<file path="config.mk">
export PLATFORM = sky130hd
export DESIGN_NAME = mdks_root
export DESIGN_NICKNAME = d
export VERILOG_FILES = /design/src/hw/rtl/mdks_pkg.sv /design/src/hw/rtl/mdks_root.sv
export SDC_FILE = /design/constraint.sdc
export NUM_CORES = 1
export LEC_CHECK = 0
export BUFFER_PORTS_ARGS = -buffer_cell sky130_fd_sc_hd__buf_2
export CORE_MARGIN = 2
export CORE_UTILIZATION = 59
export CTS_CLUSTER_SIZE = 20
export DETAILED_ROUTE_END_ITERATION = 16
export HOLD_SLACK_MARGIN = 0.12
export PLACE_DENSITY = 0.86
export SLEW_MARGIN = 15
export SYNTH_ARGS = -nofsm -noshare
export SYNTH_HDL_FRONTEND = slang
export SYNTH_SLANG_ARGS = --single-unit
</file>
<file path="constraint.sdc">
create_clock -name clk -period 3.6 [get_ports clk]
set_clock_uncertainty 0.1 [all_clocks]
set_input_delay 0.18 -clock clk [delete_from_list [all_inputs] [get_ports clk]]
set_output_delay 0.18 -clock clk [all_outputs]
set_load 0.005 [all_outputs]
</file>
<file path="src/hw/rtl/mdks_pkg.sv">
// mdks_pkg: shared types and constants of the distance-key sorted store
// command and response structs, function and status codes, controller states
// no dependencies
package mdks_pkg;

	localparam int DEF_MAX_ENTRIES = 1024;
	localparam int DEF_COORD_BITS  = 16;
	localparam int DEF_FRAC_BITS   = 8;

	localparam int IDX_W = 10;
	localparam int LEN_W = 25;

	localparam logic [1:0] FUNC_LOAD  = 2'd0;
	localparam logic [1:0] FUNC_FETCH = 2'd1;
	localparam logic [1:0] FUNC_CLEAR = 2'd2;

	localparam logic [1:0] STAT_OK    = 2'd0;
	localparam logic [1:0] STAT_EMPTY = 2'd1;
	localparam logic [1:0] STAT_FULL  = 2'd2;

	typedef struct packed {
		logic [1:0]         func;
		logic signed [15:0] ax;
		logic signed [15:0] ay;
		logic signed [15:0] bx;
		logic signed [15:0] by_coord;
		logic signed [15:0] cx;
		logic signed [15:0] cy;
	} cmd_t;

	typedef struct packed {
		logic [IDX_W-1:0] entry_index;
		logic [LEN_W-1:0] length_fixed;
		logic             is_last;
		logic [1:0]       status;
	} rsp_t;

	typedef enum logic [3:0] {
		S_IDLE,
		S_ABS,
		S_SQ,
		S_KEY,
		S_INS_RD,
		S_INS_CMP,
		S_FET_RD,
		S_FET_DATA,
		S_ROOT
	} state_t;

endpackage

</file>
<file path="src/hw/rtl/mdks_root.sv">
// mdks_root: iterative square root, one result bit per cycle
// root = floor(sqrt(key * 4^FRAC_BITS)); imports mdks_pkg but uses none of its items
module mdks_root #(
	parameter int KEY_W     = 34,
	parameter int FRAC_BITS = 8
) (
	input  logic                            clk,
	input  logic                            arst_n,
	input  logic                            start,
	input  logic [KEY_W-1:0]                key,
	output logic                            done,
	output logic [KEY_W/2+FRAC_BITS-1:0]    root
);
	import mdks_pkg::*;

	localparam int RW = KEY_W/2 + FRAC_BITS;
	localparam int SW = 2*RW;
	localparam int NW = $clog2(RW+1);

	logic          run_q;
	logic          done_q;
	logic [NW-1:0] cnt_q;
	logic [RW+2:0] rem_q;
	logic [RW-1:0] root_q;
	logic [SW-1:0] sh_q;

	logic [RW+2:0] rem_sh;
	logic [RW+2:0] trial;
	logic          ge;

	assign rem_sh = {rem_q[RW:0], sh_q[SW-1 -: 2]};
	assign trial  = (RW+3)'({root_q, 2'b01});
	assign ge     = rem_sh >= trial;

	always_ff @(posedge clk or negedge arst_n) begin
		if (!arst_n) begin
			run_q  <= 1'b0;
			done_q <= 1'b0;
			cnt_q  <= '0;
			rem_q  <= '0;
			root_q <= '0;
			sh_q   <= '0;
		end else begin
			done_q <= 1'b0;
			if (start) begin
				sh_q   <= SW'(key) << (2*FRAC_BITS);
				rem_q  <= '0;
				root_q <= '0;
				cnt_q  <= NW'(RW);
				run_q  <= 1'b1;
			end else if (run_q) begin
				rem_q  <= ge ? rem_sh - trial : rem_sh;
				root_q <= {root_q[RW-2:0], ge};
				sh_q   <= sh_q << 2;
				cnt_q  <= cnt_q - 1'b1;
				if (cnt_q == NW'(1)) begin
					run_q  <= 1'b0;
					done_q <= 1'b1;
				end
			end
		end
	end

	assign done = done_q;
	assign root = root_q;

endmodule

</file>
==> metrics.txt <==
RSZ-0062 raised after global routing no; xor and xnor area share after synthesis 0.0431; I/O pin count 63; layout cells sized above 1 0.134; CTS root buf clkbuf_8; Worst path depth 10; Synth top cells by count 92 x dfrtp_1, 68 x nor2_1, 65 x mux2i_1; area leader, netlist dfrtp_1; wire length per cell 16.2 um; GRT busiest layer met2; Power Dens Cells 706 nW/um^2; grt met3 use 0.0341; final hold vios 0; Ant. Diodes 0; largest net degree at the start of global routing 86; fin area roughly 6400 sq um; Area Overhead vs Synth 16.7%; DRC viols 0; MaxCap Viol Count 0; run status finished clean; f_max around 0.32 GHz; first-pass GRT wire length 21600 um; Post-DRT Antenna Nets 0; H-tree depth 3; Rel. slew slack 0.366; DP Area just under 6000 sq um; top-count cell post-synth dfrtp_1; die area approximately 10000 sq um; Starting Density 0.600; reg2reg start root[0]; core area ~9000 sq um; TritonCTS clock tree done; Worst-path clk slew 0.09 ns; met2 usage 0.446; Finished Layout Cells about 790; Startpoint Class flip-flop; Post-CTS Setup Bufs 0; DP HPWL around 8100 um; Worst path top cell family by delay compound AO/OA/AOI/OAI gates; adder-cell area share of the yosys netlist 0.0661; row count 35; largest family of logic cells by synthesized area compound AO/OA/AOI/OAI gates; reg2reg setup slack a little over 0.5 ns; Least-Margin Pin Slew 0.951 ns; Initial DRC Count between 300 and 400; post-layout net count about 740; Yosys reg bits between 90 and 100; crit end category flip-flop; vias in the first global route approximately 4.5k; mux cell area share after synthesis 0.119; Arr. time, crit path between 3 and 4 ns; TritonCTS buffer count 9; Die Y 100 um; Max clock buf depth 2; CTS sink cnt around 90; Buf/Inv on CP 1; Post-CTS Hold Buffers 36; Syn Std Cell Area ~5500 sq um; post-synth top area share 0.420; routability cong. just under 0.9; Critical Path Fanout Max 4; CTS resizes 0; setup violators final 0; Via density between 5 and 6; synth top area cells dfrtp_1 42%, mux2i_1 12%, ha_1 6.6%, nor2_1 4.7%, o21ai_0 4.0%; dpl cells around 730; reg2reg end rem_q[17]; HP Class input port to asynchronous set/reset pin; Layout Utilization 0.700; Leakage between 3 and 4 nW; sequential fraction of the synthesis area 0.420; Min Clock Period, post-route between 3 and 4 ns; Ys Warns 0; Synth Area in Compound Gates 0.175; CP Class flip-flop to flip-flop; Req. time, crit path roughly 3.8 ns; final setup TNS 0 ns; Post-synth top flop dfrtp_1; Die Wd 100 um; grt ovf 0; final worst path period share 0.856; Mapped Cells 590; DRT Wirelength about 13000 um; Worst-Skew Late Latency approximately 0.38 ns; simple-gate area share of the yosys netlist 0.127; FF-to-FF path depth 10; total number of vias between 4k and 5k; met1 Use GR 0.358; Post-Syn Nets between 600 and 700; Yosys cell types 54; worst path cell trace inv_1 -> ha_1 -> o21ai_0 -> a22oi_1 -> a211oi_1 -> o21ai_0 -> a41o_1 -> xor2_1 -> mux2i_1 -> a211oi_1; Mapped Avg Cell Area 9.30 sq um; Post-synth EDFFs 0; Critical Path End rem_q[17]; crit path launch root[0]; peak supply drop around 370 uV; port buffer count 62; CP max stage cell o21ai_0; antenna violations before repair 0; DRT Pass-1 Iters 5; Async SR Flop Fraction 1.00; Slew Viols, Final 0; biggest cell delay along the critical path between 0.4 and 0.5 ns; Total GRT Usage 0.267
==> where the power goes <==
part           internal [W]  leakage (nW)  total, W  switching, W
sequential          0.00120          1.18   0.00133      0.000133
combinational       0.00110          2.05   0.00250       0.00140
clock              0.000282        0.0954  0.000690      0.000408
==> worst register-to-register path, cell delays in order, from the launching register on <==
cell	delay (ns)
dfrtp_1	0.43
inv_1	0.08
ha_1	0.35
o21ai_0	0.17
a22oi_1	0.41
a211oi_1	0.18
o21ai_0	0.45
a41o_1	0.29
xor2_1	0.17
mux2i_1	0.10
a211oi_1	0.27
==> through the flow <==
stage	setup slack, ns	hold WS [ns]	total power, W
after global placement	0.683	0.277	0.00365
after global routing	0.287	0.462	0.00484
after detailed placement	0.593	0.288	0.00374
final	0.519	0.399	0.00452
after floorplan	1.00	-0.216	0.00325
after CTS	0.567	0.426	0.00447
==> state kept, by name, indices dropped and copies added (netlist names) <==
signal and flops:
sh_q 34, rem_q 26, cnt_q 5, run_q 1, root 25, done 1
==> cell type report <==
type                            count  area, sq um
Multi-Input combinational cell    428         2910
Fill cell                         621         2750
Sequential cell                    92         2310
Timing Repair Buffer              104          733
Tap cell                          111          139
Clock buffer                       10          138
Inverter                           34          128
Clock inverter                      6         53.8
==> worst min-delay path by stage <==
stage                       from       end  slack [ns]  cells after the start
final                     arst_n   root[9]        0.40                      2
after global routing      key[5]  sh_q[21]        0.46                      4
after CTS                 arst_n   root[9]        0.43                      2
after detailed placement  arst_n   root[9]        0.29                      1
after global placement    arst_n   root[8]        0.28                      1
after floorplan           arst_n  cnt_q[0]       -0.22                      0
==> layer usage <==
| layer | vias up | wire length (um) |
|---|---|---|
| met2 | 132 | 6390 |
| met5 | - | 0 |
| met3 | 24 | 459 |
| li1 | 2243 | - |
| met1 | 2253 | 5630 |
| met4 | 0 | 265 |
==> cells in the final DEF, fill, tap and decap left out, types with 3 or more instances in the layout <==
master | netlist | layout
dfrtp_1 | 92 | 91
nor2_1 | 68 | 68
mux2i_1 | 65 | 65
buf_2 | 3 | 60
nand2_1 | 54 | 54
o21ai_0 | 44 | 44
dlygate4sd3_1 | 0 | 36
inv_1 | 34 | 34
a21oi_1 | 33 | 33
ha_1 | 29 | 29
a211oi_1 | 27 | 27
xnor2_1 | 16 | 16
xor2_1 | 11 | 11
clkbuf_8 | 0 | 10
a21o_1 | 8 | 8
nand3_1 | 8 | 8
nand4_1 | 7 | 7
buf_4 | 1 | 7
o211ai_1 | 5 | 5
o21bai_1 | 3 | 3
nor2b_1 | 3 | 3
nor3b_1 | 3 | 3
a41oi_1 | 3 | 3
o31ai_1 | 3 | 3
==> cell families (layout without fill, tap and decap cells) <==
| kind of cell | Yosys count | after routing |
|---|---|---|
| flops | 92 | 92 |
| xor+xnor | 27 | 27 |
| fa+ha+maj | 29 | 29 |
| simple gates | 159 | 159 |
| compound gates | 148 | 148 |
| buf+inv | 70 | 154 |
| mux | 65 | 65 |
Note: power is estimated with default switching activity, not from simulation.
